File: src/rtl/core/gci_pkg.sv
// Shared types, codes and constants of the color gradient interpolator.
`default_nettype none

package gci_pkg;

   localparam int MAX_STOPS_DEFAULT = 16;
   localparam int KEY_W             = 17;
   localparam int COLOR_W           = 24;
   localparam int CH_W              = 8;
   localparam int STATUS_W          = 2;
   localparam int NUM_W             = 24;
   localparam int BIT_W             = 3;

   localparam logic [KEY_W-1:0] KEY_ONE = 17'h10000;

   localparam logic REQ_INSERT = 1'b0;
   localparam logic REQ_LOOKUP = 1'b1;

   localparam logic [STATUS_W-1:0] STATUS_COLOR   = 2'd0;
   localparam logic [STATUS_W-1:0] STATUS_OK      = 2'd1;
   localparam logic [STATUS_W-1:0] STATUS_INVALID = 2'd2;
   localparam logic [STATUS_W-1:0] STATUS_FULL    = 2'd3;

   localparam logic [1:0] CHAN_RED   = 2'd0;
   localparam logic [1:0] CHAN_GREEN = 2'd1;
   localparam logic [1:0] CHAN_BLUE  = 2'd2;

   typedef enum logic [2:0] {
      RD_IDX,
      RD_IDX_P1,
      RD_IDX_M1,
      RD_SH_M1,
      RD_SH_M2
   } gci_rd_sel_type;

   typedef enum logic [1:0] {
      WR_NONE,
      WR_EQ,
      WR_SHIFT,
      WR_INS
   } gci_wr_op_type;

   typedef enum logic [1:0] {
      RSP_NONE,
      RSP_READ,
      RSP_COLOR0,
      RSP_BLEND
   } gci_rsp_sel_type;

   typedef struct packed {
      logic                  accept;
      logic                  rd_en;
      gci_rd_sel_type        rd_sel;
      gci_wr_op_type         wr_op;
      logic                  idx_inc;
      logic                  sh_load;
      logic                  sh_dec;
      logic                  save_hi;
      logic                  save_lo;
      logic                  mul;
      logic                  div_step;
      logic                  chan_next;
      logic                  rsp_load;
      gci_rsp_sel_type       rsp_sel;
      logic [STATUS_W-1:0]   rsp_status;
   } gci_cmd_type;

   typedef struct packed {
      logic pos_invalid;
      logic is_lookup;
      logic key_eq;
      logic key_gt;
      logic scan_last;
      logic idx_zero;
      logic full;
      logic sh_eq_pos;
      logic sh_m1_eq_pos;
      logic div_last;
      logic chan_last;
      logic rsp_free;
   } gci_stat_type;

endpackage

`default_nettype wire

File: src/rtl/core/gci_datapath.sv
// Stop table, scan and shift indexes, shared blend multiply and divider, result register.
`default_nettype none

module gci_datapath #(
   parameter int MAX_STOPS = gci_pkg::MAX_STOPS_DEFAULT
) (
   input  wire logic                          clock,
   input  wire logic                          reset,
   input  wire gci_pkg::gci_cmd_type          cmd,
   output gci_pkg::gci_stat_type              stat,
   input  wire logic                          req_type,
   input  wire logic [gci_pkg::KEY_W-1:0]     req_position,
   input  wire logic [gci_pkg::CH_W-1:0]      req_stop_red,
   input  wire logic [gci_pkg::CH_W-1:0]      req_stop_green,
   input  wire logic [gci_pkg::CH_W-1:0]      req_stop_blue,
   output logic                               rsp_valid,
   input  wire logic                          rsp_stall,
   output logic [gci_pkg::STATUS_W-1:0]       rsp_status,
   output logic [gci_pkg::CH_W-1:0]           rsp_out_red,
   output logic [gci_pkg::CH_W-1:0]           rsp_out_green,
   output logic [gci_pkg::CH_W-1:0]           rsp_out_blue
);

   localparam int IW = $clog2(MAX_STOPS);
   localparam int CW = $clog2(MAX_STOPS + 1);
   localparam int KW = gci_pkg::KEY_W;
   localparam int RW = gci_pkg::COLOR_W;
   localparam int HW = gci_pkg::CH_W;
   localparam int NW = gci_pkg::NUM_W;
   localparam int BW = gci_pkg::BIT_W;

   logic [KW-1:0] stop_key_ff   [MAX_STOPS];
   logic [RW-1:0] stop_color_ff [MAX_STOPS];

   logic          req_type_ff, req_type_in;
   logic [KW-1:0] pos_ff, pos_in;
   logic [RW-1:0] rgb_ff, rgb_in;
   logic [CW-1:0] count_ff, count_in;
   logic [RW-1:0] color0_ff, color0_in;
   logic [CW-1:0] idx_ff, idx_in;
   logic [CW-1:0] sh_ff, sh_in;
   logic [KW-1:0] mem_key_ff;
   logic [RW-1:0] mem_color_ff;
   logic          rd_zero_ff;
   logic [KW-1:0] uk_ff, uk_in, lk_ff, lk_in;
   logic [RW-1:0] hc_ff, hc_in, lc_ff, lc_in;
   logic [NW-1:0] rem_ff, rem_in;
   logic [KW-1:0] den_ff, den_in;
   logic [HW-1:0] quo_ff, quo_in;
   logic [BW-1:0] bit_ff, bit_in;
   logic [1:0]    chan_ff, chan_in;
   logic [HW-1:0] red_ff, red_in, green_ff, green_in, blue_ff, blue_in;
   logic                          rsp_valid_ff, rsp_valid_in;
   logic [gci_pkg::STATUS_W-1:0]  rsp_status_ff, rsp_status_in;
   logic [RW-1:0]                 rsp_color_ff, rsp_color_in;

   logic [CW-1:0] idx_p1, idx_m1, sh_m1, sh_m2, rd_idx;
   logic [IW-1:0] rd_addr, wr_addr;
   logic [KW-1:0] rd_key, wr_key;
   logic [RW-1:0] rd_color, wr_color;
   logic [CW-1:0] wr_idx;
   logic          wr_any, mem_we, color0_we;
   logic [HW-1:0] lo_ch, hi_ch;
   logic [KW-1:0] up_gap, lo_gap;
   logic [NW:0]   prod_lo, prod_hi, num_sum;
   logic [NW-1:0] den_shift;

   assign idx_p1 = idx_ff + CW'(1);
   assign idx_m1 = idx_ff - CW'(1);
   assign sh_m1  = sh_ff - CW'(1);
   assign sh_m2  = sh_ff - CW'(2);

   always_comb begin
      unique case (cmd.rd_sel)
         gci_pkg::RD_IDX:    rd_idx = idx_ff;
         gci_pkg::RD_IDX_P1: rd_idx = idx_p1;
         gci_pkg::RD_IDX_M1: rd_idx = idx_m1;
         gci_pkg::RD_SH_M1:  rd_idx = sh_m1;
         gci_pkg::RD_SH_M2:  rd_idx = sh_m2;
         default:            rd_idx = idx_ff;
      endcase
   end
   assign rd_addr = rd_idx[IW-1:0];

   assign rd_key   = rd_zero_ff ? '0 : mem_key_ff;
   assign rd_color = rd_zero_ff ? color0_ff : mem_color_ff;

   always_comb begin
      unique case (cmd.wr_op)
         gci_pkg::WR_SHIFT: begin
            wr_idx   = sh_ff;
            wr_key   = rd_key;
            wr_color = rd_color;
         end
         default: begin
            wr_idx   = idx_ff;
            wr_key   = pos_ff;
            wr_color = rgb_ff;
         end
      endcase
   end
   assign wr_addr   = wr_idx[IW-1:0];
   assign wr_any    = cmd.wr_op != gci_pkg::WR_NONE;
   assign color0_we = wr_any && (wr_addr == '0);
   assign mem_we    = wr_any && (wr_addr != '0);

   always_ff @(posedge clock) begin
      if (cmd.rd_en) begin
         mem_key_ff   <= stop_key_ff[rd_addr];
         mem_color_ff <= stop_color_ff[rd_addr];
         rd_zero_ff   <= rd_addr == '0;
      end
      if (mem_we) begin
         stop_key_ff[wr_addr]   <= wr_key;
         stop_color_ff[wr_addr] <= wr_color;
      end
   end

   always_comb begin
      unique case (chan_ff)
         gci_pkg::CHAN_RED: begin
            lo_ch = lc_ff[23:16];
            hi_ch = hc_ff[23:16];
         end
         gci_pkg::CHAN_GREEN: begin
            lo_ch = lc_ff[15:8];
            hi_ch = hc_ff[15:8];
         end
         default: begin
            lo_ch = lc_ff[7:0];
            hi_ch = hc_ff[7:0];
         end
      endcase
   end

   assign up_gap    = uk_ff - pos_ff;
   assign lo_gap    = pos_ff - lk_ff;
   assign prod_lo   = (NW+1)'(lo_ch) * (NW+1)'(up_gap);
   assign prod_hi   = (NW+1)'(hi_ch) * (NW+1)'(lo_gap);
   assign num_sum   = prod_lo + prod_hi;
   assign den_shift = NW'(den_ff) << bit_ff;

   always_comb begin
      req_type_in   = req_type_ff;
      pos_in        = pos_ff;
      rgb_in        = rgb_ff;
      idx_in        = idx_ff;
      sh_in         = sh_ff;
      count_in      = count_ff;
      color0_in     = color0_ff;
      uk_in         = uk_ff;
      hc_in         = hc_ff;
      lk_in         = lk_ff;
      lc_in         = lc_ff;
      rem_in        = rem_ff;
      den_in        = den_ff;
      quo_in        = quo_ff;
      bit_in        = bit_ff;
      chan_in       = chan_ff;
      red_in        = red_ff;
      green_in      = green_ff;
      blue_in       = blue_ff;
      rsp_valid_in  = rsp_valid_ff;
      rsp_status_in = rsp_status_ff;
      rsp_color_in  = rsp_color_ff;

      if (cmd.accept) begin
         req_type_in = req_type;
         pos_in      = req_position;
         rgb_in      = {req_stop_red, req_stop_green, req_stop_blue};
         idx_in      = '0;
         chan_in     = gci_pkg::CHAN_RED;
      end else if (cmd.idx_inc) begin
         idx_in = idx_p1;
      end

      if (cmd.sh_load) begin
         sh_in = count_ff;
      end else if (cmd.sh_dec) begin
         sh_in = sh_m1;
      end

      if (cmd.wr_op == gci_pkg::WR_INS) begin
         count_in = count_ff + CW'(1);
      end
      if (color0_we) begin
         color0_in = wr_color;
      end

      if (cmd.save_hi) begin
         uk_in = rd_key;
         hc_in = rd_color;
      end
      if (cmd.save_lo) begin
         lk_in = rd_key;
         lc_in = rd_color;
      end

      if (cmd.mul) begin
         rem_in = num_sum[NW-1:0];
         den_in = uk_ff - lk_ff;
         quo_in = '0;
         bit_in = BW'(HW - 1);
      end else if (cmd.div_step) begin
         if (rem_ff >= den_shift) begin
            rem_in         = rem_ff - den_shift;
            quo_in[bit_ff] = 1'b1;
         end
         bit_in = bit_ff - BW'(1);
      end

      if (cmd.chan_next) begin
         case (chan_ff)
            gci_pkg::CHAN_RED:   red_in   = quo_ff;
            gci_pkg::CHAN_GREEN: green_in = quo_ff;
            default:             blue_in  = quo_ff;
         endcase
         chan_in = chan_ff + 2'd1;
      end

      if (cmd.rsp_load) begin
         rsp_valid_in  = 1'b1;
         rsp_status_in = cmd.rsp_status;
         unique case (cmd.rsp_sel)
            gci_pkg::RSP_READ:   rsp_color_in = rd_color;
            gci_pkg::RSP_COLOR0: rsp_color_in = color0_ff;
            gci_pkg::RSP_BLEND:  rsp_color_in = {red_ff, green_ff, blue_ff};
            default:             rsp_color_in = '0;
         endcase
      end else if (rsp_valid_ff && !rsp_stall) begin
         rsp_valid_in = 1'b0;
      end
   end

   always_ff @(posedge clock) begin
      if (reset) begin
         count_ff     <= CW'(1);
         color0_ff    <= '0;
         rsp_valid_ff <= 1'b0;
      end else begin
         count_ff     <= count_in;
         color0_ff    <= color0_in;
         rsp_valid_ff <= rsp_valid_in;
      end
      req_type_ff   <= req_type_in;
      pos_ff        <= pos_in;
      rgb_ff        <= rgb_in;
      idx_ff        <= idx_in;
      sh_ff         <= sh_in;
      uk_ff         <= uk_in;
      hc_ff         <= hc_in;
      lk_ff         <= lk_in;
      lc_ff         <= lc_in;
      rem_ff        <= rem_in;
      den_ff        <= den_in;
      quo_ff        <= quo_in;
      bit_ff        <= bit_in;
      chan_ff       <= chan_in;
      red_ff        <= red_in;
      green_ff      <= green_in;
      blue_ff       <= blue_in;
      rsp_status_ff <= rsp_status_in;
      rsp_color_ff  <= rsp_color_in;
   end

   assign stat.pos_invalid  = pos_ff > gci_pkg::KEY_ONE;
   assign stat.is_lookup    = req_type_ff == gci_pkg::REQ_LOOKUP;
   assign stat.key_eq       = rd_key == pos_ff;
   assign stat.key_gt       = rd_key > pos_ff;
   assign stat.scan_last    = idx_p1 == count_ff;
   assign stat.idx_zero     = idx_ff == '0;
   assign stat.full         = count_ff == CW'(MAX_STOPS);
   assign stat.sh_eq_pos    = sh_ff == idx_ff;
   assign stat.sh_m1_eq_pos = sh_m1 == idx_ff;
   assign stat.div_last     = bit_ff == '0;
   assign stat.chan_last    = chan_ff == gci_pkg::CHAN_BLUE;
   assign stat.rsp_free     = !rsp_valid_ff || !rsp_stall;

   assign rsp_valid     = rsp_valid_ff;
   assign rsp_status    = rsp_status_ff;
   assign rsp_out_red   = rsp_color_ff[23:16];
   assign rsp_out_green = rsp_color_ff[15:8];
   assign rsp_out_blue  = rsp_color_ff[7:0];

`ifndef SYNTHESIS
   a_count_range: assert property (@(posedge clock) disable iff (reset)
      (count_ff >= CW'(1)) && (count_ff <= CW'(MAX_STOPS)))
      else $error("stop count out of range");

   a_rsp_load_free: assert property (@(posedge clock) disable iff (reset)
      cmd.rsp_load |-> (!rsp_valid_ff || !rsp_stall))
      else $error("result register overwritten while stalled");

   a_insert_grows: assert property (@(posedge clock) disable iff (reset)
      (cmd.wr_op == gci_pkg::WR_INS) |=> (count_ff == $past(count_ff) + CW'(1)))
      else $error("insert did not grow the table");
`endif

endmodule

`default_nettype wire

File: src/rtl/core/gci_controller.sv
// Sequencer for table scan, stop insertion, per-channel blend and result hand-off.
`default_nettype none

module gci_controller (
   input  wire logic                   clock,
   input  wire logic                   reset,
   input  wire logic                   req_valid,
   output logic                        req_stall,
   output gci_pkg::gci_cmd_type        cmd,
   input  wire gci_pkg::gci_stat_type  stat
);

   typedef enum logic [3:0] {
      S_IDLE,
      S_CHECK,
      S_SCAN,
      S_LO_CAP,
      S_INS_CHECK,
      S_SH_CHK,
      S_SH_WR,
      S_INS_WR,
      S_MUL,
      S_DIV,
      S_CHAN,
      S_DONE
   } state_type;

   state_type                     state_ff, state_in;
   gci_pkg::gci_rsp_sel_type      rsp_sel_ff, rsp_sel_in;
   logic [gci_pkg::STATUS_W-1:0]  rsp_status_ff, rsp_status_in;

   always_comb begin
      state_in      = state_ff;
      rsp_sel_in    = rsp_sel_ff;
      rsp_status_in = rsp_status_ff;

      cmd            = '0;
      cmd.rd_sel     = gci_pkg::RD_IDX;
      cmd.wr_op      = gci_pkg::WR_NONE;
      cmd.rsp_sel    = rsp_sel_ff;
      cmd.rsp_status = rsp_status_ff;

      unique case (state_ff)
         S_IDLE: begin
            if (req_valid) begin
               cmd.accept = 1'b1;
               state_in   = S_CHECK;
            end
         end
         S_CHECK: begin
            if (stat.pos_invalid) begin
               state_in = S_DONE;
               if (stat.is_lookup) begin
                  rsp_sel_in    = gci_pkg::RSP_COLOR0;
                  rsp_status_in = gci_pkg::STATUS_COLOR;
               end else begin
                  rsp_sel_in    = gci_pkg::RSP_NONE;
                  rsp_status_in = gci_pkg::STATUS_INVALID;
               end
            end else begin
               cmd.rd_en  = 1'b1;
               cmd.rd_sel = gci_pkg::RD_IDX;
               state_in   = S_SCAN;
            end
         end
         S_SCAN: begin
            if (!stat.is_lookup) begin
               if (stat.key_eq) begin
                  cmd.wr_op     = gci_pkg::WR_EQ;
                  rsp_sel_in    = gci_pkg::RSP_NONE;
                  rsp_status_in = gci_pkg::STATUS_OK;
                  state_in      = S_DONE;
               end else if (stat.key_gt) begin
                  state_in = S_INS_CHECK;
               end else if (stat.scan_last) begin
                  cmd.idx_inc = 1'b1;
                  state_in    = S_INS_CHECK;
               end else begin
                  cmd.idx_inc = 1'b1;
                  cmd.rd_en   = 1'b1;
                  cmd.rd_sel  = gci_pkg::RD_IDX_P1;
               end
            end else begin
               if (stat.key_gt) begin
                  if (stat.idx_zero) begin
                     rsp_sel_in    = gci_pkg::RSP_READ;
                     rsp_status_in = gci_pkg::STATUS_COLOR;
                     state_in      = S_DONE;
                  end else begin
                     cmd.save_hi = 1'b1;
                     cmd.rd_en   = 1'b1;
                     cmd.rd_sel  = gci_pkg::RD_IDX_M1;
                     state_in    = S_LO_CAP;
                  end
               end else if (stat.scan_last) begin
                  rsp_sel_in    = gci_pkg::RSP_READ;
                  rsp_status_in = gci_pkg::STATUS_COLOR;
                  state_in      = S_DONE;
               end else begin
                  cmd.idx_inc = 1'b1;
                  cmd.rd_en   = 1'b1;
                  cmd.rd_sel  = gci_pkg::RD_IDX_P1;
               end
            end
         end
         S_LO_CAP: begin
            cmd.save_lo = 1'b1;
            state_in    = S_MUL;
         end
         S_INS_CHECK: begin
            if (stat.full) begin
               rsp_sel_in    = gci_pkg::RSP_NONE;
               rsp_status_in = gci_pkg::STATUS_FULL;
               state_in      = S_DONE;
            end else begin
               cmd.sh_load = 1'b1;
               state_in    = S_SH_CHK;
            end
         end
         S_SH_CHK: begin
            if (stat.sh_eq_pos) begin
               state_in = S_INS_WR;
            end else begin
               cmd.rd_en  = 1'b1;
               cmd.rd_sel = gci_pkg::RD_SH_M1;
               state_in   = S_SH_WR;
            end
         end
         S_SH_WR: begin
            cmd.wr_op  = gci_pkg::WR_SHIFT;
            cmd.sh_dec = 1'b1;
            if (stat.sh_m1_eq_pos) begin
               state_in = S_INS_WR;
            end else begin
               cmd.rd_en  = 1'b1;
               cmd.rd_sel = gci_pkg::RD_SH_M2;
            end
         end
         S_INS_WR: begin
            cmd.wr_op     = gci_pkg::WR_INS;
            rsp_sel_in    = gci_pkg::RSP_NONE;
            rsp_status_in = gci_pkg::STATUS_OK;
            state_in      = S_DONE;
         end
         S_MUL: begin
            cmd.mul  = 1'b1;
            state_in = S_DIV;
         end
         S_DIV: begin
            cmd.div_step = 1'b1;
            if (stat.div_last) begin
               state_in = S_CHAN;
            end
         end
         S_CHAN: begin
            cmd.chan_next = 1'b1;
            if (stat.chan_last) begin
               rsp_sel_in    = gci_pkg::RSP_BLEND;
               rsp_status_in = gci_pkg::STATUS_COLOR;
               state_in      = S_DONE;
            end else begin
               state_in = S_MUL;
            end
         end
         S_DONE: begin
            if (stat.rsp_free) begin
               cmd.rsp_load = 1'b1;
               state_in     = S_IDLE;
            end
         end
         default: begin
            state_in = S_IDLE;
         end
      endcase
   end

   always_ff @(posedge clock) begin
      if (reset) begin
         state_ff      <= S_IDLE;
         rsp_sel_ff    <= gci_pkg::RSP_NONE;
         rsp_status_ff <= gci_pkg::STATUS_COLOR;
      end else begin
         state_ff      <= state_in;
         rsp_sel_ff    <= rsp_sel_in;
         rsp_status_ff <= rsp_status_in;
      end
   end

   assign req_stall = state_ff != S_IDLE;

endmodule

`default_nettype wire

File: src/rtl/core/color_gradient_interpolator_top.sv
// Top level of the color gradient interpolator: controller and datapath.
`default_nettype none

// Holds a key-sorted table of up to MAX_STOPS gradient stops (Q.16 key, 24-bit RGB);
// after reset it holds one black stop at key 0. A request beat either inserts a stop
// or looks up the color at a position; each request returns exactly one response beat.
// One request is in flight at a time: the next request is taken only after the
// response has been loaded. An insert of a new key scans the stops in key order (one
// table read a cycle), then moves the stops above its slot up by one to make room
// (one read and one write a cycle on the table port). An insert at an equal key
// replaces the color of that stop. A lookup scans the same way; between two stops it
// blends them: it loads the lower stop, then for each of the three channels runs one
// shared multiply, eight restoring divide steps and a store. With 16 stops the
// longest item is a blended lookup. A response waits in the output register while
// rsp_stall is high; the next request can still be taken, and its own response
// then waits for the register to be free.
module color_gradient_interpolator_top #(
   parameter int MAX_STOPS = gci_pkg::MAX_STOPS_DEFAULT
) (
   input  wire logic                          clock,
   input  wire logic                          reset,
   input  wire logic                          req_valid,
   output logic                               req_stall,
   input  wire logic                          req_type,
   input  wire logic [gci_pkg::KEY_W-1:0]     req_position,
   input  wire logic [gci_pkg::CH_W-1:0]      req_stop_red,
   input  wire logic [gci_pkg::CH_W-1:0]      req_stop_green,
   input  wire logic [gci_pkg::CH_W-1:0]      req_stop_blue,
   output logic                               rsp_valid,
   input  wire logic                          rsp_stall,
   output logic [gci_pkg::STATUS_W-1:0]       rsp_status,
   output logic [gci_pkg::CH_W-1:0]           rsp_out_red,
   output logic [gci_pkg::CH_W-1:0]           rsp_out_green,
   output logic [gci_pkg::CH_W-1:0]           rsp_out_blue
);

   gci_pkg::gci_cmd_type  cmd;
   gci_pkg::gci_stat_type stat;

   gci_controller u_controller (
      .clock     (clock),
      .reset     (reset),
      .req_valid (req_valid),
      .req_stall (req_stall),
      .cmd       (cmd),
      .stat      (stat)
   );

   gci_datapath #(
      .MAX_STOPS (MAX_STOPS)
   ) u_datapath (
      .clock          (clock),
      .reset          (reset),
      .cmd            (cmd),
      .stat           (stat),
      .req_type       (req_type),
      .req_position   (req_position),
      .req_stop_red   (req_stop_red),
      .req_stop_green (req_stop_green),
      .req_stop_blue  (req_stop_blue),
      .rsp_valid      (rsp_valid),
      .rsp_stall      (rsp_stall),
      .rsp_status     (rsp_status),
      .rsp_out_red    (rsp_out_red),
      .rsp_out_green  (rsp_out_green),
      .rsp_out_blue   (rsp_out_blue)
   );

endmodule

`default_nettype wire

File: config.mk
export PLATFORM = sky130hd
export DESIGN_NAME = color_gradient_interpolator_top
export DESIGN_NICKNAME = d
export VERILOG_FILES = /design/src/rtl/core/gci_pkg.sv /design/src/rtl/core/gci_datapath.sv /design/src/rtl/core/gci_controller.sv /design/src/rtl/core/color_gradient_interpolator_top.sv
export SDC_FILE = /design/constraint.sdc
export NUM_CORES = 2
export LEC_CHECK = 0
export BUFFER_PORTS_ARGS = -buffer_cell sky130_fd_sc_hd__buf_2
export CORE_UTILIZATION = 64
export DETAILED_ROUTE_END_ITERATION = 10
export PLACE_DENSITY = 0.87
export REMOVE_ABC_BUFFERS = 1
export SYNTH_ARGS = -nofsm -noshare
export SYNTH_HDL_FRONTEND = slang
export SYNTH_HIERARCHICAL = 1
export SYNTH_SLANG_ARGS = --single-unit
File: constraint.sdc
create_clock -name clock -period 11.3 [get_ports clock]
set_clock_uncertainty 0.1 [all_clocks]
set_input_delay 0.565 -clock clock [delete_from_list [all_inputs] [get_ports clock]]
set_output_delay 0.565 -clock clock [all_outputs]
set_load 0.1 [all_outputs]
==> flow_summary_export.csv <==
group,metric,value,unit
outcome,run_status,"finished clean",
setup_path,crit_path_end_kind,"flip-flop",
cts,ctsResizeCount,0,
global_routing,grt_max_degree,240,
route,wirelength,136,mm
finish,area_delta_synth_final,9.68,%
sta,drv_slew,0,
setup_path,reg2reg_from,"u_datapath/lk_ff[1]$_DFFE_PP_",
die,rows,104,
place,place_hpwl,85.3,mm
cts,root_buffer,"clkbuf_16",
setup_path,worstPathArrival,8.92,ns
min_path,hp-class,"in2reg",
die,ios,74,
min_path,worstHoldPathCells,1,
setup_path,r2r_slack,2.66,ns
setup_path,slowest_delay,0.60,ns
die,start_util,0.647,
setup_path,required,11.57,ns
setup_path,r2r_cells,31,
cts,cts.clk_slew.worst_paths,0.06,ns
synthesis,synthCells,4215,
setup_path,crit_fanout,5,
sta,slew_headroom,0.162,
sta,rsz0062_at_grt,"no",
place,dp_slack,2.66,ns
sta,tightest_slew,1.26,ns
finish,layout_common_cells,"edfxtp_1 (920), inv_1 (359), nand2_1 (308)",
cts,cts_hold_buf,28,
finish,final_common_cell,"edfxtp_1",
synthesis,synth_seq_cells,974,
global_routing,overflow,0,
sta,finalHoldViolCount,0,
place,io_buffers,73,
route,via_per_inst,6.43,
synthesis,avgSynthCellArea,12.4,µm²
route,drt-wirelength-per-cell,24.9,µm
synthesis,synth-edff-count,920,
die,die_x,287,µm
sta,layout_min_cycle_time,8.64,ns
route,drc,0,
synthesis,synth_flop_cell,"edfxtp_1",
min_path,holdPathEnd,"u_datapath/pos_ff[9]$_DFFE_PP_",
cts,clock_sinks,974,
setup_path,critPathSlowestCell,"nor3_1",
sta,fin_ws,2.66,ns
finish,top_regs,"u_datapath/stop_color_ff x384, u_datapath/stop_key_ff x272",
synthesis,ys.warnings.count,6,
finish,diodes,0,
cts,insertion_delay,0.67,ns
cts,htreeDepth,3,
synthesis,yosysUniqueCellTypes,89,
cts,clockBufferDepth,3,
cts,postCtsSetupBuffers,0,
sta,period_share,0.765,
setup_path,r2r_end,"u_datapath/rem_ff[18]$_DFFE_PP_",
cts,cts_tree,"yes",
die,die-area,82600,µm²
min_path,min_from,"req_position[9]",
route,drt-initial-drc-count,4210,
setup_path,setup.worst_path.start_class,"flip-flop",
die,die_h,287,µm
global_routing,grt_pass1_wl,205,mm
finish,drive_gt1_frac,0.0847,
finish,fill_cells,5038,
setup_path,crit_path_frequent_cell,"fa_1",
synthesis,synth.cell_area,52100,µm²
run,drv_cap,0,
sta,setup_violations,0,
finish,regMostFlops,"u_datapath/stop_color_ff",
global_routing,grtUsageTotal,0.331,
finish,layout.nets,4744,
setup_path,crit_type,"reg2reg",
route,via_count,35000,
sta,fmax,0.116,GHz
synthesis,yosysSeqAreaShare,0.551,
global_routing,grt_pass1_vias,35100,
route,postRouteAntennaNets,0,
place,routabilityCongestion,0.946,
cts,numCtsBuffers,93,
finish,largest_reg_flops,384,
global_routing,antenna_found_initial,4,
die,core-area,80500,µm²
route,drt_pass1_iterations,6,
synthesis,async_flop_share,0,
==> cell type report <==
class | count | area, µm² | share of cell area
sequential | 974 | 28700 | 0.502
multi-input combinational | 2703 | 21400 | 0.375
clock buffer | 126 | 2570 | 0.0450
inverter | 359 | 1350 | 0.0236
tap | 1060 | 1330 | 0.0232
timing repair buffer | 173 | 1220 | 0.0214
clock inverter | 46 | 529 | 0.00926
==> per-layer routing <==
metal / part of all wire / track usage / up-vias / wire (µm)
met3: 0.11 / 0.0566 / 441 / 14400
met2: 0.47 / 0.533 / 2084 / 64400
met5: 0.000066 / 0 / - / 9
li1: - / - / 15300 / -
met4: 0.052 / 0.167 / 2 / 7070
met1: 0.37 / 0.435 / 17100 / 49800
==> cells in the mapped netlist (20+ instances only) <==
master / number / area share
a211oi_1: 302 / 0.044
a21o_1: 34 / 0.0049
a21oi_1: 288 / 0.028
a22o_1: 40 / 0.0067
and2_1: 36 / 0.0043
buf_2: 23 / 0.0022
buf_4: 23 / 0.0033
clkbuf_1: 158 / 0.011
dfxtp_1: 54 / 0.021
edfxtp_1: 920 / 0.53
fa_1: 223 / 0.086
ha_1: 171 / 0.041
inv_1: 359 / 0.026
mux2_2: 24 / 0.0052
mux2i_1: 215 / 0.041
nand2_1: 308 / 0.022
nand2b_1: 39 / 0.0047
nand3_1: 29 / 0.0028
nor2_1: 219 / 0.016
nor2b_1: 213 / 0.026
nor3_1: 37 / 0.0036
o21ai_0: 108 / 0.010
o21ai_1: 20 / 0.0019
xnor2_1: 81 / 0.014
xor2_1: 42 / 0.0071
==> per-stage QoR <==
| step | hold slack (ns) | instance area (µm²) | setup TNS (ns) | cells | util |
|---|---|---|---|---|---|
| after floorplan | 0.301 | 51300 | -300.61 | 4036 | - |
| after global placement | 0.357 | 53800 | 0 | 5241 | 0.668 |
| after detailed placement | 0.371 | 53800 | 0 | 5241 | 0.668 |
| after CTS | 0.00276 | 57200 | 0 | 5441 | 0.710 |
| after global routing | 0.00172 | 57200 | 0 | 5441 | 0.710 |
| final | 0.0210 | 57200 | 0 | 5441 | 0.710 |
==> critical path, delay by kind of cell, from the launching register on <==
family | cells | cell delay [ns]
fa+ha+maj | 8 | 3.52
simple gates | 9 | 1.93
compound gates | 10 | 2.11
flops | 1 | 0.45
buf+inv | 4 | 0.26
==> cells by family after synthesis <==
group / synth area share
AND/OR/NAND/NOR: 0.0922
flip-flops: 0.551
AO/OA/AOI/OAI: 0.116
buffers and inverters: 0.0444
adder cells (fa/ha/maj): 0.127
multiplexers: 0.0486
XOR/XNOR: 0.0207
other: 0.0000720
==> how the worst max path moves through the flow <==
| stage | from | end |
|---|---|---|
| after floorplan | u_datapath/rd_zero_ff$_DFFE_PP_ | u_datapath/mem_color_ff[0]$_DFFE_PP_ |
| after global placement | u_datapath/lk_ff[1]$_DFFE_PP_ | u_datapath/rem_ff[18]$_DFFE_PP_ |
| after detailed placement | u_datapath/pos_ff[0]$_DFFE_PP_ | u_datapath/rem_ff[18]$_DFFE_PP_ |
| after CTS | u_datapath/pos_ff[0]$_DFFE_PP_ | u_datapath/rem_ff[18]$_DFFE_PP_ |
| after global routing | u_datapath/pos_ff[0]$_DFFE_PP_ | u_datapath/rem_ff[18]$_DFFE_PP_ |
| final | u_datapath/lk_ff[1]$_DFFE_PP_ | u_datapath/rem_ff[18]$_DFFE_PP_ |
Power is left out: the tool's default activity adds up to more than one toggle a clock period on the data nets, which glitch-free logic cannot reach.
